--- src/hw/rtl/ieu_pkg.sv ---
// ----------------------------------------------------------------------------
// ieu_pkg
// Shared operation codes, condition codes and the queued item type of the
// integer execute unit.
// ----------------------------------------------------------------------------
package ieu_pkg;

   localparam int KIND_W  = 5;
   localparam int COND_W  = 3;
   localparam int WORD_W  = 64;
   localparam int HALF_W  = 32;
   localparam int INDEX_W = 16;
   localparam int OP_W    = 3;

   localparam logic [KIND_W-1:0] K_ADD       = 5'd0;
   localparam logic [KIND_W-1:0] K_SUB       = 5'd1;
   localparam logic [KIND_W-1:0] K_AND       = 5'd2;
   localparam logic [KIND_W-1:0] K_OR        = 5'd3;
   localparam logic [KIND_W-1:0] K_XOR       = 5'd4;
   localparam logic [KIND_W-1:0] K_NOT       = 5'd5;
   localparam logic [KIND_W-1:0] K_SLL       = 5'd6;
   localparam logic [KIND_W-1:0] K_SRL       = 5'd7;
   localparam logic [KIND_W-1:0] K_SRA       = 5'd8;
   localparam logic [KIND_W-1:0] K_AND64     = 5'd9;
   localparam logic [KIND_W-1:0] K_MOV32     = 5'd10;
   localparam logic [KIND_W-1:0] K_MOV64     = 5'd11;
   localparam logic [KIND_W-1:0] K_EXTLOW    = 5'd12;
   localparam logic [KIND_W-1:0] K_EXTHIGH   = 5'd13;
   localparam logic [KIND_W-1:0] K_MUL       = 5'd14;
   localparam logic [KIND_W-1:0] K_MULS      = 5'd15;
   localparam logic [KIND_W-1:0] K_DIV       = 5'd16;
   localparam logic [KIND_W-1:0] K_DIVS      = 5'd17;
   localparam logic [KIND_W-1:0] K_CMP       = 5'd18;
   localparam logic [KIND_W-1:0] K_CMP64     = 5'd19;
   localparam logic [KIND_W-1:0] K_CONDJMP   = 5'd20;
   localparam logic [KIND_W-1:0] K_CONDJMP_P = 5'd21;
   localparam logic [KIND_W-1:0] K_JMP       = 5'd22;

   localparam logic [COND_W-1:0] CC_EQ  = 3'd0;
   localparam logic [COND_W-1:0] CC_NE  = 3'd1;
   localparam logic [COND_W-1:0] CC_SLT = 3'd2;
   localparam logic [COND_W-1:0] CC_SGT = 3'd3;
   localparam logic [COND_W-1:0] CC_ULT = 3'd4;

   localparam logic [OP_W-1:0] OP_PASS = 3'd0;
   localparam logic [OP_W-1:0] OP_MULU = 3'd1;
   localparam logic [OP_W-1:0] OP_MULS = 3'd2;
   localparam logic [OP_W-1:0] OP_DIVU = 3'd3;
   localparam logic [OP_W-1:0] OP_DIVS = 3'd4;

   typedef struct packed {
      logic [OP_W-1:0]    op;
      logic [WORD_W-1:0]  res;
      logic               taken;
      logic [INDEX_W-1:0] nxt;
      logic               bad;
      logic [HALF_W-1:0]  a32;
      logic [HALF_W-1:0]  b32;
   } item_type;

endpackage

--- src/hw/rtl/ieu_front.sv ---
// ----------------------------------------------------------------------------
// ieu_front
// Decodes an incoming beat, evaluates the logic, arithmetic, shift and move
// operations, compares and jumps, and tags multiplies and divides for the back end.
// ----------------------------------------------------------------------------
module ieu_front (
   input  logic [ieu_pkg::KIND_W-1:0]  kind,
   input  logic [ieu_pkg::COND_W-1:0]  cond_code,
   input  logic [ieu_pkg::WORD_W-1:0]  src_a,
   input  logic [ieu_pkg::WORD_W-1:0]  src_b,
   input  logic [ieu_pkg::INDEX_W-1:0] cur_index,
   input  logic [ieu_pkg::INDEX_W-1:0] target_index,
   output ieu_pkg::item_type           item
);
   import ieu_pkg::*;

   logic [HALF_W-1:0] a32;
   logic [HALF_W-1:0] b32;
   logic [4:0]        sh;

   assign a32 = src_a[HALF_W-1:0];
   assign b32 = src_b[HALF_W-1:0];
   assign sh  = b32[4:0];

   always_comb begin
      item       = '0;
      item.op    = OP_PASS;
      item.a32   = a32;
      item.b32   = b32;
      case (kind)
         K_ADD:     item.res = {32'd0, a32 + b32};
         K_SUB:     item.res = {32'd0, a32 - b32};
         K_AND:     item.res = {32'd0, a32 & b32};
         K_OR:      item.res = {32'd0, a32 | b32};
         K_XOR:     item.res = {32'd0, a32 ^ b32};
         K_NOT:     item.res = {32'd0, ~a32};
         K_SLL:     item.res = {32'd0, a32 << sh};
         K_SRL:     item.res = {32'd0, a32 >> sh};
         K_SRA:     item.res = {32'd0, $unsigned($signed(a32) >>> sh)};
         K_AND64:   item.res = src_a & src_b;
         K_MOV32:   item.res = {32'd0, a32};
         K_MOV64:   item.res = src_a;
         K_EXTLOW:  item.res = {32'd0, a32};
         K_EXTHIGH: item.res = {32'd0, src_a[WORD_W-1:HALF_W]};
         K_MUL:     item.op = OP_MULU;
         K_MULS:    item.op = OP_MULS;
         K_DIV:     item.op = OP_DIVU;
         K_DIVS:    item.op = OP_DIVS;
         K_CMP: begin
            if (cond_code == CC_NE) begin
               item.res = {63'd0, a32 != b32};
            end else if (cond_code == CC_SLT) begin
               item.res = {63'd0, $signed(a32) < $signed(b32)};
            end else begin
               item.bad = 1'b1;
            end
         end
         K_CMP64: begin
            if (cond_code == CC_NE) begin
               item.res = {63'd0, src_a != src_b};
            end else if (cond_code == CC_ULT) begin
               item.res = {63'd0, src_a < src_b};
            end else if (cond_code == CC_SLT) begin
               item.res = {63'd0, $signed(src_a) < $signed(src_b)};
            end else begin
               item.bad = 1'b1;
            end
         end
         K_CONDJMP: begin
            if (cond_code == CC_EQ) begin
               item.taken = (a32 == b32);
            end else if (cond_code == CC_NE) begin
               item.taken = (a32 != b32);
            end else if (cond_code == CC_SGT) begin
               item.taken = ($signed(a32) > $signed(b32));
            end else begin
               item.bad = 1'b1;
            end
         end
         K_CONDJMP_P: begin
            if (cond_code == CC_EQ) begin
               item.taken = (src_a == src_b);
            end else begin
               item.bad = 1'b1;
            end
         end
         K_JMP:     item.taken = 1'b1;
         default:   item.res = '0;
      endcase
      item.nxt = item.taken ? target_index : cur_index + 16'd1;
   end

endmodule

--- config.mk ---
export PLATFORM = sky130hd
export DESIGN_NAME = ieu_front
export DESIGN_NICKNAME = d
export VERILOG_FILES = /design/src/hw/rtl/ieu_pkg.sv /design/src/hw/rtl/ieu_front.sv
export SDC_FILE = /design/constraint.sdc
export NUM_CORES = 1
export LEC_CHECK = 0
export BUFFER_PORTS_ARGS = -buffer_cell sky130_fd_sc_hd__buf_2
export CORE_MARGIN = 2
export CORE_UTILIZATION = 61
export DETAILED_ROUTE_END_ITERATION = 10
export PLACE_DENSITY = 0.95
export SLEW_MARGIN = 20
export SYNTH_ARGS = -nofsm -noshare
export SYNTH_HDL_FRONTEND = slang
export SYNTH_SLANG_ARGS = --single-unit
--- constraint.sdc ---
create_clock -name vclk -period 7.5
set_input_delay 0.75 -clock vclk [all_inputs]
set_output_delay 0.75 -clock vclk [all_outputs]
set_load 0.01 [all_outputs]
; ---- After elaboration in Yosys (flattened, before gate mapping)
; Cells that the tools add are included.
[word_totals]
rom_bits = 0
ramBits = 0
latchBits = 0
register_bits = 0
mem_count = 0
output_inout_bits = 149
[op_classes]
add_sub_neg = 3
reduce_logical = 3
n_eq_ne = 30
multipliers = 0
shift = 3
muxes = 22
div = 0
order_cmp = 4
bitwise = 5
[op_table]
columns = op, n
row1 = $pmux 64 s15, 1
row2 = $lt 64x64->1, 2
row3 = $and 64x64->64, 1
row4 = $eq 64x64->1, 1
row5 = $ne 64x64->1, 1
row6 = $eq 5x4->1 const B, 8
row7 = $eq 5x5->1 const B, 7
row8 = $add 32x32->32, 1
row9 = $and 32x32->32, 1
row10 = $eq 32x32->1, 1
row11 = $gt 32x32->1, 1
row12 = $lt 32x32->1, 1
row13 = $ne 32x32->1, 1
row14 = $not 32->32, 1
row15 = $or 32x32->32, 1
row16 = $shl 32x5->32, 1
row17 = $shr 32x5->32, 1
row18 = $sshr 32x5->32, 1
row19 = $sub 32x32->32, 1
row20 = $xor 32x32->32, 1
row21 = $eq 5x3->1 const B, 4
row22 = $mux 1, 17
row23 = $add 16x1->16 const B, 1
row24 = $mux 16, 1
row25 = other kinds (11), 13

; ---- Longest topological paths before layout
[logic_depth]
ltp_word = 6
ltp_mapped = 17
ltp_nobuf = 13

; ---- Worst setup path after synthesis
; Ideal clock, no wire load.
[synth_path]
path_kind = input port to output port
start = input src_b[2] (netlist name)
end = output item[111] (netlist name)
setup_slack_ns = 2.037
n_path_buf = 5
t_arrival_ns = 4.713
stages = 15
cell_sequence = inv_2 -> buf_1 -> buf_1 -> buf_2 -> buf_2 -> ha_1 -> buf_2 -> a221o_1 -> a311oi_2 -> nand2_1 -> a211oi_2 -> a22oi_2 -> o41a_1 -> or4_1 -> o221ai_1
[synth_lines]
columns = element, line_no
row1 = "start, declared", ieu_front.sv:10  ; input logic [ieu_pkg::WORD_W-1:0] src_b,
row2 = "end, declared", ieu_front.sv:13  ; output ieu_pkg::item_type item

==> summary.txt <==
Detailed routing
  – DRT met1 WL: 18600 um
  – DR vias/cell: 7.44
  – Avg WL per Cell: 26.2 um
  – Detailed-route DRC error count: 0
  – Met2 wire length: 22200 um
  – 1st-pass router iterations: 8
  – 1st-iter DRT viols: 2313
  – Met3 routed WL: 8080 um
  – Antenna-violating nets left: 0
  – DRT Wirelength: 54000 um
  – Vias after detailed routing: 15300
  – Top sig layer: met5

Yosys
  – Syn Nets: 2011
  – Post-synth top area share: 0.173
  – Yosys top cell by area: ha_1
  – Top post-synthesis cells by area: ha_1, mux4_2, nor2_1
  – Sequential share of the synthesized area: 0
  – Synthesized cell area: 11700 um2
  – Netlist cell types: 86
  – Per-instance average area after synthesis: 6.99 um2
  – Gate Count Post-Synth: 1679
  – Synth warn: 0

Setup path
  – Largest delay share family, worst path: compound AO/OA/AOI/OAI gates
  – Setup CP Type: in2out
  – Largest stage delay on the critical path: 590 ps
  – CP endpoint kind: output port
  – Slowest cell on the critical path: buf_4
  – Worst endpoint data arrival time: 4900 ps
  – WP buf/inv: 5
  – Startpoint Class: input pin
  – Most used cell, CP: buf_2
  – Critical path data required time: 6750 ps
  – Critical Path Fanout Max: 55
  – CP Cell Sequence: buf_2 -> inv_2 -> buf_4 -> ha_1 -> inv_1 -> a221o_1 -> a311oi_2 -> nand2_1 -> a211oi_2 -> a22oi_2 -> o41a_1 -> or4_1 -> o221ai_1 -> buf_2

Layout
  – Clock Buffer Count: 0
  – Flip-flop and latch count: 0
  – Layout cells sized above 1: 0.246
  – # fillers: 1702
  – Sequential Area: 0 um2
  – P&R area growth vs syn: 9.18%
  – Post-route cell area: 12800 um2
  – Nets: 2152

Placed design
  – DPL Wire Length: 41300 um
  – Place WS: 1960 ps
  – IO buf count: 317
  – Post-DP Area: 12800 um2
  – Routability congestion estimate: 1.10

STA
  – Max-slew violations: 0
  – Actual slew at the worst max-slew pin: 1120 ps
  – TNS Setup: 0 ps
  – FMAX: 177 MHz
  – Tmin final: 5650 ps
  – Period utilization: 0.754
  – WHS: 1720 ps
  – # setup viols final: 0
  – RSZ-0062 raised after global routing: no
  – Max transition margin: 0.249
  – Post-route worst setup slack: 1850 ps
  – Final Hold Fails: 0

Worst hold path
  – Worst min-delay path class: in2out

Global routing
  – Grt total ovfl: 0
  – Vias in the first global route: 13600
  – GRT Overall Usage: 0.511
  – First-pass GRT wire length: 80200 um
  – Largest net degree at the start of global routing: 72
  – Initial antenna violation count: 7

Floorplan
  – Die X: 143 um
  – Die Ht: 143 um
  – Top Ports: 317
  – Core ar.: 18800 um2
  – Area of the die: 20400 um2
  – Initial Util: 0.625
  – # rows: 50

Power and ir drop
  – Leakage: 6.18 nW
  – Peak VDD IR: 0.0388 mV
  – Pwr/cell area: 70.7 nW/um2

Clock network
  – PostCTS Resize Cnt: 0
  – Post-CTS Setup Bufs: 0
  – CTS Hold Bufs: 0

Status
  – Status: completed

Run
  – Max cap viols: 0
==> layout make-up <==
cell class	count	area, um2	share of cell area
well taps	234	293	0.0229
multi-input cells	1338	10200	0.798
diodes	5	12.5	0.000977
inverters	140	526	0.0410
repair buffers	340	1760	0.138
==> path summary, 6_finish.rpt <==
check             startpoint   endpoint  slack, ps  cells after the start
setup / recovery    src_b[2]  item[111]       1850                     14
hold / removal     src_b[24]   item[24]       1720                      2
==> cell families after synthesis <==
| group | share of synthesized area |
|---|---|
| muxes | 0.141 |
| buffers and inverters | 0.132 |
| adders and majority gates | 0.176 |
| AOI/OAI and AO/OA | 0.348 |
| and+or+nand+nor | 0.188 |
| xor gates and xnor gates | 0.0142 |
==> where the power goes <==
part           leakage [nW]     internal (W)  switching [W]
logic                  6.18         0.000333       0.000573
clock network     0.0000339  0.0000000000410              0
registers                 0                0              0
==> metrics by stage <==
step | instances | utilization | power [W]
2_1_floorplan | 1679 | - | 0.000569
5_1_grt | 2053 | 0.682 | 0.000958
4_1_cts | 2052 | 0.682 | 0.000865
3_3_place_gp | 2052 | 0.682 | 0.000848
3_5_place_dp | 2052 | 0.682 | 0.000860
6_report | 2057 | 0.682 | 0.000905
==> cell usage after synthesis, drive strengths merged (5+ instances only) <==
cell / count
a21boi: 5
mux2: 23
inv: 140
a22oi: 14
nand2b: 11
nand2: 110
nor2b: 16
o2111ai: 16
clkbuf: 101
buf: 100
o31ai: 12
o22ai: 22
o221ai: 14
nor4: 11
nor3: 39
a211o: 6
xnor2: 15
nand4: 13
and2: 9
a21oi: 130
nand3: 36
a311oi: 7
a221oi: 39
a211oi: 28
o21ai: 83
and3: 15
o21bai: 14
a2111oi: 11
o211ai: 26
a221o: 12
nor2: 178
o221a: 5
ha: 162
or4: 7
o21a: 7
mux2i: 34
or3: 7
a31oi: 12
a21o: 37
or2: 5
a22o: 39
o311ai: 5
mux4: 47
==> metal layers <==
metal / track usage / up-vias
li1: - / 6509
met1: 0.618 / 6971
met2: 0.768 / 1478
met3: 0.170 / 350
met4: 0.342 / 6
met5: 0 / -
==> layout by cell type (no fill, tap or decap), types with 22 or more instances in the layout <==
| cell | count |
|---|---|
| ha_1 | 162 |
| nor2_1 | 178 |
| o211ai_1 | 26 |
| o22ai_1 | 22 |
| mux2i_1 | 34 |
| o21ai_0 | 82 |
| buf_4 | 24 |
| mux2_2 | 23 |
| a21oi_1 | 129 |
| buf_2 | 316 |
| a22o_1 | 39 |
| nor3_1 | 33 |
| nand3_1 | 36 |
| mux4_2 | 47 |
| a221oi_1 | 39 |
| a21o_1 | 34 |
| inv_1 | 138 |
| nand2_1 | 110 |
| a211oi_1 | 26 |
Power figures use the tool's default switching activity.
