### src/hw/rtl/ieu_pkg.sv
// ----------------------------------------------------------------------------
// ieu_pkg
// Shared operation codes, condition codes and the queued item type of the
// integer execute unit.
// ----------------------------------------------------------------------------
package ieu_pkg;

   localparam int KIND_W  = 5;
   localparam int COND_W  = 3;
   localparam int WORD_W  = 64;
   localparam int HALF_W  = 32;
   localparam int INDEX_W = 16;
   localparam int OP_W    = 3;

   localparam logic [KIND_W-1:0] K_ADD       = 5'd0;
   localparam logic [KIND_W-1:0] K_SUB       = 5'd1;
   localparam logic [KIND_W-1:0] K_AND       = 5'd2;
   localparam logic [KIND_W-1:0] K_OR        = 5'd3;
   localparam logic [KIND_W-1:0] K_XOR       = 5'd4;
   localparam logic [KIND_W-1:0] K_NOT       = 5'd5;
   localparam logic [KIND_W-1:0] K_SLL       = 5'd6;
   localparam logic [KIND_W-1:0] K_SRL       = 5'd7;
   localparam logic [KIND_W-1:0] K_SRA       = 5'd8;
   localparam logic [KIND_W-1:0] K_AND64     = 5'd9;
   localparam logic [KIND_W-1:0] K_MOV32     = 5'd10;
   localparam logic [KIND_W-1:0] K_MOV64     = 5'd11;
   localparam logic [KIND_W-1:0] K_EXTLOW    = 5'd12;
   localparam logic [KIND_W-1:0] K_EXTHIGH   = 5'd13;
   localparam logic [KIND_W-1:0] K_MUL       = 5'd14;
   localparam logic [KIND_W-1:0] K_MULS      = 5'd15;
   localparam logic [KIND_W-1:0] K_DIV       = 5'd16;
   localparam logic [KIND_W-1:0] K_DIVS      = 5'd17;
   localparam logic [KIND_W-1:0] K_CMP       = 5'd18;
   localparam logic [KIND_W-1:0] K_CMP64     = 5'd19;
   localparam logic [KIND_W-1:0] K_CONDJMP   = 5'd20;
   localparam logic [KIND_W-1:0] K_CONDJMP_P = 5'd21;
   localparam logic [KIND_W-1:0] K_JMP       = 5'd22;

   localparam logic [COND_W-1:0] CC_EQ  = 3'd0;
   localparam logic [COND_W-1:0] CC_NE  = 3'd1;
   localparam logic [COND_W-1:0] CC_SLT = 3'd2;
   localparam logic [COND_W-1:0] CC_SGT = 3'd3;
   localparam logic [COND_W-1:0] CC_ULT = 3'd4;

   localparam logic [OP_W-1:0] OP_PASS = 3'd0;
   localparam logic [OP_W-1:0] OP_MULU = 3'd1;
   localparam logic [OP_W-1:0] OP_MULS = 3'd2;
   localparam logic [OP_W-1:0] OP_DIVU = 3'd3;
   localparam logic [OP_W-1:0] OP_DIVS = 3'd4;

   typedef struct packed {
      logic [OP_W-1:0]    op;
      logic [WORD_W-1:0]  res;
      logic               taken;
      logic [INDEX_W-1:0] nxt;
      logic               bad;
      logic [HALF_W-1:0]  a32;
      logic [HALF_W-1:0]  b32;
   } item_type;

endpackage

### src/hw/rtl/ieu_queue.sv
// ----------------------------------------------------------------------------
// ieu_queue
// Small first-in first-out buffer of classified items between the front and
// the back end.
// ----------------------------------------------------------------------------
module ieu_queue #(
   parameter int DEPTH = 4
) (
   input  logic              clock,
   input  logic              reset,
   input  logic              push,
   input  ieu_pkg::item_type push_item,
   output logic              full,
   input  logic              pop,
   output ieu_pkg::item_type pop_item,
   output logic              empty
);
   import ieu_pkg::*;

   localparam int PTR_W = (DEPTH > 1) ? $clog2(DEPTH) : 1;
   localparam int CNT_W = $clog2(DEPTH + 1);

   item_type          mem_ff [DEPTH];
   logic [PTR_W-1:0]  wr_ff, wr_in;
   logic [PTR_W-1:0]  rd_ff, rd_in;
   logic [CNT_W-1:0]  cnt_ff, cnt_in;
   logic              do_push;
   logic              do_pop;

   assign full     = (cnt_ff == CNT_W'(DEPTH));
   assign empty    = (cnt_ff == '0);
   assign do_push  = push && !full;
   assign do_pop   = pop && !empty;
   assign pop_item = mem_ff[rd_ff];

   always_comb begin
      wr_in  = wr_ff;
      rd_in  = rd_ff;
      cnt_in = cnt_ff;
      if (do_push) begin
         wr_in = (wr_ff == PTR_W'(DEPTH - 1)) ? '0 : wr_ff + 1'b1;
      end
      if (do_pop) begin
         rd_in = (rd_ff == PTR_W'(DEPTH - 1)) ? '0 : rd_ff + 1'b1;
      end
      if (do_push && !do_pop) begin
         cnt_in = cnt_ff + 1'b1;
      end else if (do_pop && !do_push) begin
         cnt_in = cnt_ff - 1'b1;
      end
   end

   always_ff @(posedge clock) begin
      if (reset) begin
         wr_ff  <= '0;
         rd_ff  <= '0;
         cnt_ff <= '0;
      end else begin
         wr_ff  <= wr_in;
         rd_ff  <= rd_in;
         cnt_ff <= cnt_in;
      end
   end

   always_ff @(posedge clock) begin
      if (do_push) begin
         mem_ff[wr_ff] <= push_item;
      end
   end

endmodule

### config.mk
export PLATFORM = sky130hd
export DESIGN_NAME = ieu_queue
export DESIGN_NICKNAME = d
export VERILOG_FILES = /design/src/hw/rtl/ieu_pkg.sv /design/src/hw/rtl/ieu_queue.sv
export SDC_FILE = /design/constraint.sdc
export NUM_CORES = 1
export LEC_CHECK = 0
export BUFFER_PORTS_ARGS = -buffer_cell sky130_fd_sc_hd__buf_4
export CAP_MARGIN = 10
export CORE_ASPECT_RATIO = 0.6
export CORE_MARGIN = 3
export CORE_UTILIZATION = 45
export CTS_CLUSTER_DIAMETER = 200
export CTS_CLUSTER_SIZE = 40
export DETAILED_ROUTE_END_ITERATION = 10
export GPL_TIMING_DRIVEN = 0
export PLACE_DENSITY_LB_ADDON = 0.12
export REMOVE_ABC_BUFFERS = 1
export SETUP_SLACK_MARGIN = 0.05
export SYNTH_ARGS = -nofsm -noshare
export SYNTH_HDL_FRONTEND = slang
export SYNTH_SLANG_ARGS = --single-unit
### constraint.sdc
create_clock -name clock -period 6.54 [get_ports clock]
set_clock_uncertainty 0.1 [all_clocks]
set_input_delay 0.654 -clock clock [delete_from_list [all_inputs] [get_ports clock]]
set_output_delay 0.654 -clock clock [all_outputs]
set_load 0.02 [all_outputs]
# == After elaboration in Yosys (flattened, before gate mapping) ==
# Memory sizes are Yosys's and may differ from the RTL's. A register that Yosys moved wholly into a read port is not among the register bits.
# Index checks and enable logic that the tools add are counted.
# totals
regBits,7
mem_bits_rw,596
in_bits,153
wordCells,29
n_memories,1
# op_classes
addsub,4
n_eq_ne,3
mux,8
reduce_logical,10
# memory_table
memory,words,width,rd,rd_ports_with_merged_regs,write_ports,line_no,text
mem_ff,4,149,1,1,1,ieu_queue.sv:23,item_type mem_ff [DEPTH];
# ops
operator,n
$mux W2,4
$mux W3,2
$add A2 B1 Y2 const B,2
$eq A2 B2 Y1 const B,2
$logic_and A1 B1 Y1,4
$logic_not A1 Y1,4
$add A3 B1 Y3 const B,1
$eq A3 B3 Y1 const B,1
$logic_not A3 Y1,1
$sub A3 B1 Y3 const B,1
$mux W1,2
$reduce_bool A2 Y1,1

# == Depth between registers and ports, before layout ==
# Gate-level depths: netlist of the first run.
# logic_depth
depth_word,7
depth_mapped,10
mapped_depth_nobuf,9

# == Least setup slack after synthesis of the first run ==
# OpenSTA, ideal clock, no wires.
# synth_timing
kind,register -> register
startpoint,register cnt_ff[0]
endpoint,memory mem_ff[0][0] (netlist bit) (enable)
arrival_time_ns,4.141
t_required_ns,5.912
setup_slack_ns,1.771
path_stages_with_launch,4
period_less_slack_ns,4.769
path_cell_list,dfxtp_1 > or3b_1 > buf_2 > and3_1
# synth_via
elab_chain_len,5
# synth_lines
item,line_no,text
start: declaration,ieu_queue.sv:26,"logic [CNT_W-1:0] cnt_ff, cnt_in;"
start signal: assignment,ieu_queue.sv:61,cnt_ff <= cnt_in;
$eq A3 B3 Y1,ieu_queue.sv:30,assign full = (cnt_ff == CNT_W'(DEPTH));
$logic_not A1 Y1,ieu_queue.sv:32,assign do_push = push && !full;
$logic_and A1 B1 Y1,ieu_queue.sv:32,
$mux W1,ieu_queue.sv:66,if (do_push) begin
$mux W1 (implied by the code),ieu_queue.sv:67,mem_ff[wr_ff] <= push_item;
end: declaration,ieu_queue.sv:23,
# No other way between the ends.

==> results.md, run 1 <==
- Final count of hold timing violations: 0
- Starting DRT DRC Count: 623
- Row count: 62
- Cell-by-cell trace of the critical path: buf_16 -> buf_12 -> mux4_2 -> buf_4
- Stages on worst setup path: 4
- Outcome: completed
- CTS H-tree depth: 1
- Worst hold slack across all endpoints: between 0.15 and 0.2 ns
- Clock root buffer: sky130_fd_sc_hd__clkbuf_16
- Synth area leaders: sky130_fd_sc_hd__edfxtp_1, sky130_fd_sc_hd__mux4_2, sky130_fd_sc_hd__dfxtp_1, sky130_fd_sc_hd__buf_6, sky130_fd_sc_hd__buf_2
- Fin area: approximately 26,000 um^2
- Quantity of I/O buffers inserted on ports: about 300
- Area of combinational cells with multiple inputs: 3638 um^2
- Worst voltage drop across the vdd grid: 0.2875 mV
- Vias per Instance: approximately 5.3
- Congestion Overflow GR: 0
- Final period util: 0.5124
- Clock buffer depth: 3
- Number of cells on the worst hold path: 1
- Cts-stage hold buffer count: 0
- Antenna viol nets, final: 0
- Unrepaired setup endpoints after global routing: false
- Uppermost routed layer: met5
- Synth area leader: sky130_fd_sc_hd__edfxtp_1
- Count of vias placed by the detailed router: 9,342
- Reg2Reg Setup Slack: 4.11 ns
- Clock latency on the worst-skew pair: just under 0.6 ns
- Die boundary height: 177.2 um
- Primary flip-flop cell chosen by synthesis mapping: sky130_fd_sc_hd__edfxtp_1
- Async set or reset register ratio after synthesis: 0
- Total Negative Setup Slacks: 0 ns
- Maximum number of pins on one net before global-route repair: 60
- Slowest library cell on the worst path: sky130_fd_sc_hd__dfxtp_4
- Placeable core region: 48,020 um^2
- Highest Clock Rate: between 200 and 300 MHz
- Number of nets in the layout: 1,292
- Worst hold-check path type: in -> reg
- Number of distinct library cells after synthesis: 24
- CTS Buf Count: 19
- Wire length of the first global-routing pass: ~61,000 um
- Post-synthesis instance total: between 800 and 900
- Capture point of the worst reg-to-reg path: mem_ff[1][86]
- Total GRT Usage: 0.1548
- Switching portion of total power: 0.2845
- Flop pwr share: 0.532
- Arrival time worst endpoint: 2.60 ns
- Share of total power in the clock network: 0.180
- Count of unresolved DRC violations after routing: 0
- Category of the critical setup timing path: reg -> out
- DR WL/cell: 22.90 um
- Initial core utilization: 0.4579
- Setup slack of the critical path after layout: 3.189 ns
- Dpl hpwl: 24,600 um
- Normalized max-slew margin: 0.4771
- Placer congestion estimate: 0.6550
- Yosys warns: 0
- Switching component of the power: 2568 uW
- Area grow syn2layout: 17.17%
- Area used by sequential logic in the layout: ~18,000 um^2
- Share of the synthesized area in the top cell type: 0.8140
- I/O pin cnt: 304
- Cell with the most instances after synthesis: sky130_fd_sc_hd__edfxtp_1
- Clock period minus final worst setup slack: about 3.4 ns
- Setup Fix Bufs, Post-CTS: 0
- Post-CTS Resized: 0
- Post-detailed-routing wire length: roughly 41,000 um
- First-pass iteration count of the detailed router: 4
- Wire length on met3: 2109 um
- Core Util, Final: 0.5365
- Register bit total from synthesis: 605
- Max stage delay on crit path: 0.61 ns
- Worst-Margin Slew: 0.7844 ns
- Detailed-routing wirelength on met1: 17,540 um
- Placed standard-cell area: around 25,000 um^2
- Seq/Total Area, Yosys: 0.8222
- Post-synth EDFFs: 596
- End of the critical path: pop_item[128]
- Max-cap violation count: 0
- Leading post-synthesis cells by instance count: sky130_fd_sc_hd__edfxtp_1, sky130_fd_sc_hd__mux4_2, sky130_fd_sc_hd__buf_2
- Netlist area before placement: 21,990 um^2
- CTS clock-pin slew for the worst setup and hold paths: between 0.1 and 0.15 ns
- R2r startpoint: cnt_ff[0]
- Worst Reg-to-Reg Cells: 4
- Maximum fanout along the worst path: 39
- Number of global-route vias before repair: roughly 9,700
- Cell internal power dissipation: 6459 uW
- CP startpoint kind: register
- CP Buf/Inv Count: 3
- Final setup violation count: 0
- Combinational share of power: 0.288
- Antenna violations before repair: 1
- Layout cell share with drive strength beyond 1: 0.4355
- Dominant delay contributor by cell family on the critical path: buffers and inverters
- Pre-CTS worst setup slack: 3.761 ns
- Slew Viols, Final: 0
- Synth Area per Inst: 26.52 um^2
- Data required time at the worst endpoint: roughly 5.8 ns
- Area of the die: 51,640 um^2
- Critical Path End Type: output port
- TritonCTS sink count: 605
- TritonCTS clock tree: done
- Number of diodes: 0
- Sum of met2 wire segment lengths after detailed routing: 20,330 um
- Power density over the cells: around 350 nW/um^2
- Filler cell count in the final layout: 3,668
- Lkg Pwr: 0.008352 uW
- Die extent in x: slightly below 300 um
## metal layers
| metal | vias to the layer above | track usage |
|---|---|---|
| li1 | 4147 | - |
| met1 | 4980 | 0.2112 |
| met2 | 177 | 0.2607 |
| met3 | 36 | 0.03662 |
| met4 | 2 | 0.02782 |
| met5 | - | 0 |
## area by class of cell
type | count | area share
clock inverter | 2 | 0.001506
inverter | 5 | 0.0007285
multi-input combinational | 183 | 0.1412
sequential | 605 | 0.7020
timing repair buffer | 318 | 0.1040
tap | 640 | 0.03108
clock buffer | 26 | 0.01947
## cell usage in the layout, fill, tap and decap left out, drive strengths merged
cell type,netlist,final
fa,1,1
o31ai,2,2
or3b,1,1
mux4,149,149
nor2,4,4
clkinv,0,1
buf,34,318
ha,6,6
a21oi,3,3
nor3,2,2
xor2,2,2
inv,5,6
nand2,1,1
clkbuf,2,26
nand3,2,2
mux2i,2,2
edfxtp,596,596
dfxtp,9,9
or3,2,2
o21ai,2,2
and3,4,4
## registers in the layout, indices dropped and copies added (netlist names), named ones only
signal,count
cnt_ff,3
mem_ff,596
rd_ff,2
wr_ff,2
## power groups by stage
stage,combinational (uW),sequential (uW),clock (uW)
final,2600,4800,1630
after global routing,2770,4840,1830
after CTS,2680,4810,1710
after detailed placement,2670,4900,0
after global placement,2640,5230,0
after floorplan,1510,5060,0
## logic make-up (layout without fill, tap and decap cells)
kind of cell,after synthesis,after routing,synth area share
AOI/OAI and AO/OA,7,7,0.002048
xor gates and xnor gates,2,2,0.0007968
adders and majority gates,7,7,0.004325
buffers and inverters,41,351,0.01326
DFF,605,605,0.8222
muxes,151,151,0.1535
and+or+nand+nor,16,16,0.003869
## per-stage QoR
step	total power [uW]	std cells
2_1_floorplan	6568	793
3_3_place_gp	7873	1736
3_5_place_dp	7568	1751
4_1_cts	9189	1779
5_1_grt	9441	1779
6_report	9027	1779
## how the worst min path moves through the flow
| stage | start | end |
|---|---|---|
| 5_1_grt | push_item[35] | mem_ff[2][35] |
| 6_report | push_item[108] | mem_ff[2][108] |
| 3_3_place_gp | rd_ff[0] | rd_ff[0] |
| 4_1_cts | push_item[91] | mem_ff[1][91] |
| 2_1_floorplan | rd_ff[0] | register |
| 3_5_place_dp | rd_ff[0] | register |
Power figures use the tool's default switching activity.
==> inputs of run 2 (changes only) <==
Clock period 6.54 ns to 3.2 ns, I/O delays scaled along.
==> results.md, run 2 (synthesis results as in run 1) <==
- Highest Clock Rate: 352.0 MHz
- Post-detailed-routing wire length: 41,750 um (+2.5%)
- Top register by number of flip-flops: mem_ff
- Post-CTS Resized: 0 (unchanged)
- Worst voltage drop across the vdd grid: 0.5876 mV (+100%)
- Die extent in x: 291.4 um (unchanged)
- Worst hold-check path type: in -> reg
- Area of the die: 51,640 um^2 (unchanged)
- CTS clock-pin slew for the worst setup and hold paths: 0.14 ns (about the same)
- Count of unresolved DRC violations after routing: 0 (unchanged)
- Vias per Instance: 5.134 (-2.2%)
- Count of vias placed by the detailed router: 9,934 (+6.3%)
- Maximum number of pins on one net before global-route repair: 60 (unchanged)
- Number of global-route vias before repair: 10,670 (+9.5%)
- Total GRT Usage: 0.1611 (+0.006319)
- Dpl hpwl: 24,600 um (unchanged)
- CTS Buf Count: 19 (unchanged)
- Max-cap violation count: 0 (unchanged)
- Data required time at the worst endpoint: 2.78 ns (-3.01 ns)
- Placeable core region: 48,020 um^2 (unchanged)
- Initial core utilization: 0.4579 (unchanged)
- Placer congestion estimate: 0.6550 (unchanged)
- Clock root buffer: sky130_fd_sc_hd__clkbuf_16
- Unrepaired setup endpoints after global routing: false
- Antenna violations before repair: 1 (unchanged)
- Uppermost routed layer: met4
- Number of nets in the layout: 1,447 (+12%)
- Fin area: 27,310 um^2 (+6.0%)
- Normalized max-slew margin: 0.4714 (-0.005668)
- Total power consumption of the routed design: 18,620 uW (+110%)
- TritonCTS sink count: 605 (unchanged)
- Die boundary height: 177.2 um (unchanged)
- Final setup violation count: 0 (unchanged)
- Arrival time worst endpoint: 2.42 ns (-0.18 ns)
- Worst hold slack across all endpoints: 0.3674 ns (+0.2098 ns)
- Max FFs per register: 596 (unchanged)
- Slew Viols, Final: 0 (unchanged)
- Clock buffer depth: 3 (unchanged)
- Sum of met2 wire segment lengths after detailed routing: 20,950 um (+3.1%)
- Lkg Pwr: 0.009003 uW (+7.8%)
- Number of cells on the worst hold path: 2 (+1)
- Quantity of I/O buffers inserted on ports: 303 (unchanged)
- Detailed-routing wirelength on met1: 18,190 um (+3.7%)
- Category of the critical setup timing path: reg -> out
- Wire length of the first global-routing pass: 64,390 um (+5.0%)
- Post-placement cell count: 1,751 (unchanged)
- Largest registers: mem_ff: 596 flops, cnt_ff: 3 flops
- Maximum fanout along the worst path: 59 (+51%)
- I/O pin cnt: 304 (unchanged)
- CTS H-tree depth: 1 (unchanged)
- Commonest cells after routing, fill and taps aside: sky130_fd_sc_hd__edfxtp_1, sky130_fd_sc_hd__buf_4, sky130_fd_sc_hd__dlygate4sd3_1
- Clock latency on the worst-skew pair: 0.58 ns (about the same)
- Most common cell after layout, fill and taps aside: sky130_fd_sc_hd__edfxtp_1
- Final period util: 0.8877
- Wire length on met3: 1809 um (-14%)
- Critical Path End Type: output port
- CP startpoint kind: register
- Clock period minus final worst setup slack: 2.841 ns
- Non-Filler Instances: 1,935 (+8.8%)
- Power density over the cells: 681.8 nW/um^2 (+95%)
- Worst Reg-to-Reg Cells: 9 (+5)
- First-pass iteration count of the detailed router: 4 (unchanged)
- Area grow syn2layout: 24.21%
- Placed standard-cell area: 25,220 um^2 (unchanged)
- DR WL/cell: 21.58 um (-5.8%)
- Layout cell share with drive strength beyond 1: 0.3856 (-0.04984)
- Starting DRT DRC Count: 700 (+12%)
- Antenna viol nets, final: 0 (unchanged)
- Outcome: completed
- Total Negative Setup Slacks: 0 ns (unchanged)
- Worst-Margin Slew: 0.7929 ns (+0.008502 ns)
- Final count of hold timing violations: 0 (unchanged)
- TritonCTS clock tree: done
- Row count: 62 (unchanged)
- Congestion Overflow GR: 0 (unchanged)
==> run 2: cell types whose count changed in the layout (fill, tap and decap cells not counted), sizes merged <==
cell         previous run  this run
buf                   318       321
diode                   0         1
dlygate4sd3             0       152
==> run 2: path summary, 6_finish.rpt <==
kind                                    from             to  slack [ns]
worst max register to register     cnt_ff[0]      cnt_ff[2]        0.79
worst min-delay path            push_item[3]   mem_ff[3][3]        0.37
worst min register to register      rd_ff[0]       register        0.40
worst max-delay path                register  pop_item[137]        0.36
==> run 2: final cells by class <==
| cell class | instances | area [um^2] |
|---|---|---|
| antenna | 1 | 2.502 |
| clock buffer | 26 | 501.7 |
| clock inverter | 2 | 38.79 |
| fill | 3565 | 20710 |
| inverter | 5 | 18.77 |
| multi-input combinational | 183 | 3638 |
| sequential | 605 | 18080 |
| tap | 640 | 800.8 |
| timing repair buffer | 473 | 4224 |
==> run 2: metrics by stage <==
step | setup slack [ns] | utilization
6_report | 0.3594 | 0.5687
5_1_grt | 0.1989 | 0.5687
4_1_cts | 0.07986 | 0.5682
3_5_place_dp | 0.7547 | 0.5253
3_3_place_gp | -7.254 | 0.5163
2_1_floorplan | -4.167 | -
==> run 2: repair_timing <==
action / CTS / global route
setup buffers: 0 / 3
hold buffers: 152 / 0
setup endpoints to repair: 0 / 26
hold endpoints to repair: 605 / 0
==> run 2: routing by layer <==
metal  GRT usage  vias to the layer above
met5           0                        -
met4     0.03011                        0
met3     0.03047                       35
met2      0.2757                      174
met1      0.2208                     5264
li1            -                     4461
==> run 2: power breakdown <==
| group | switching, uW | internal [uW] |
|---|---|---|
| clock network | 2170 | 1150 |
| logic | 2900 | 2630 |
| registers | 214 | 9560 |
| total | 5280 | 13300 |
==> run 2: critical path, stage by stage (launching register included) <==
cell	delay, ns
sky130_fd_sc_hd__dfxtp_4	0.86
sky130_fd_sc_hd__buf_16	0.38
sky130_fd_sc_hd__mux4_2	0.38
sky130_fd_sc_hd__buf_4	0.17
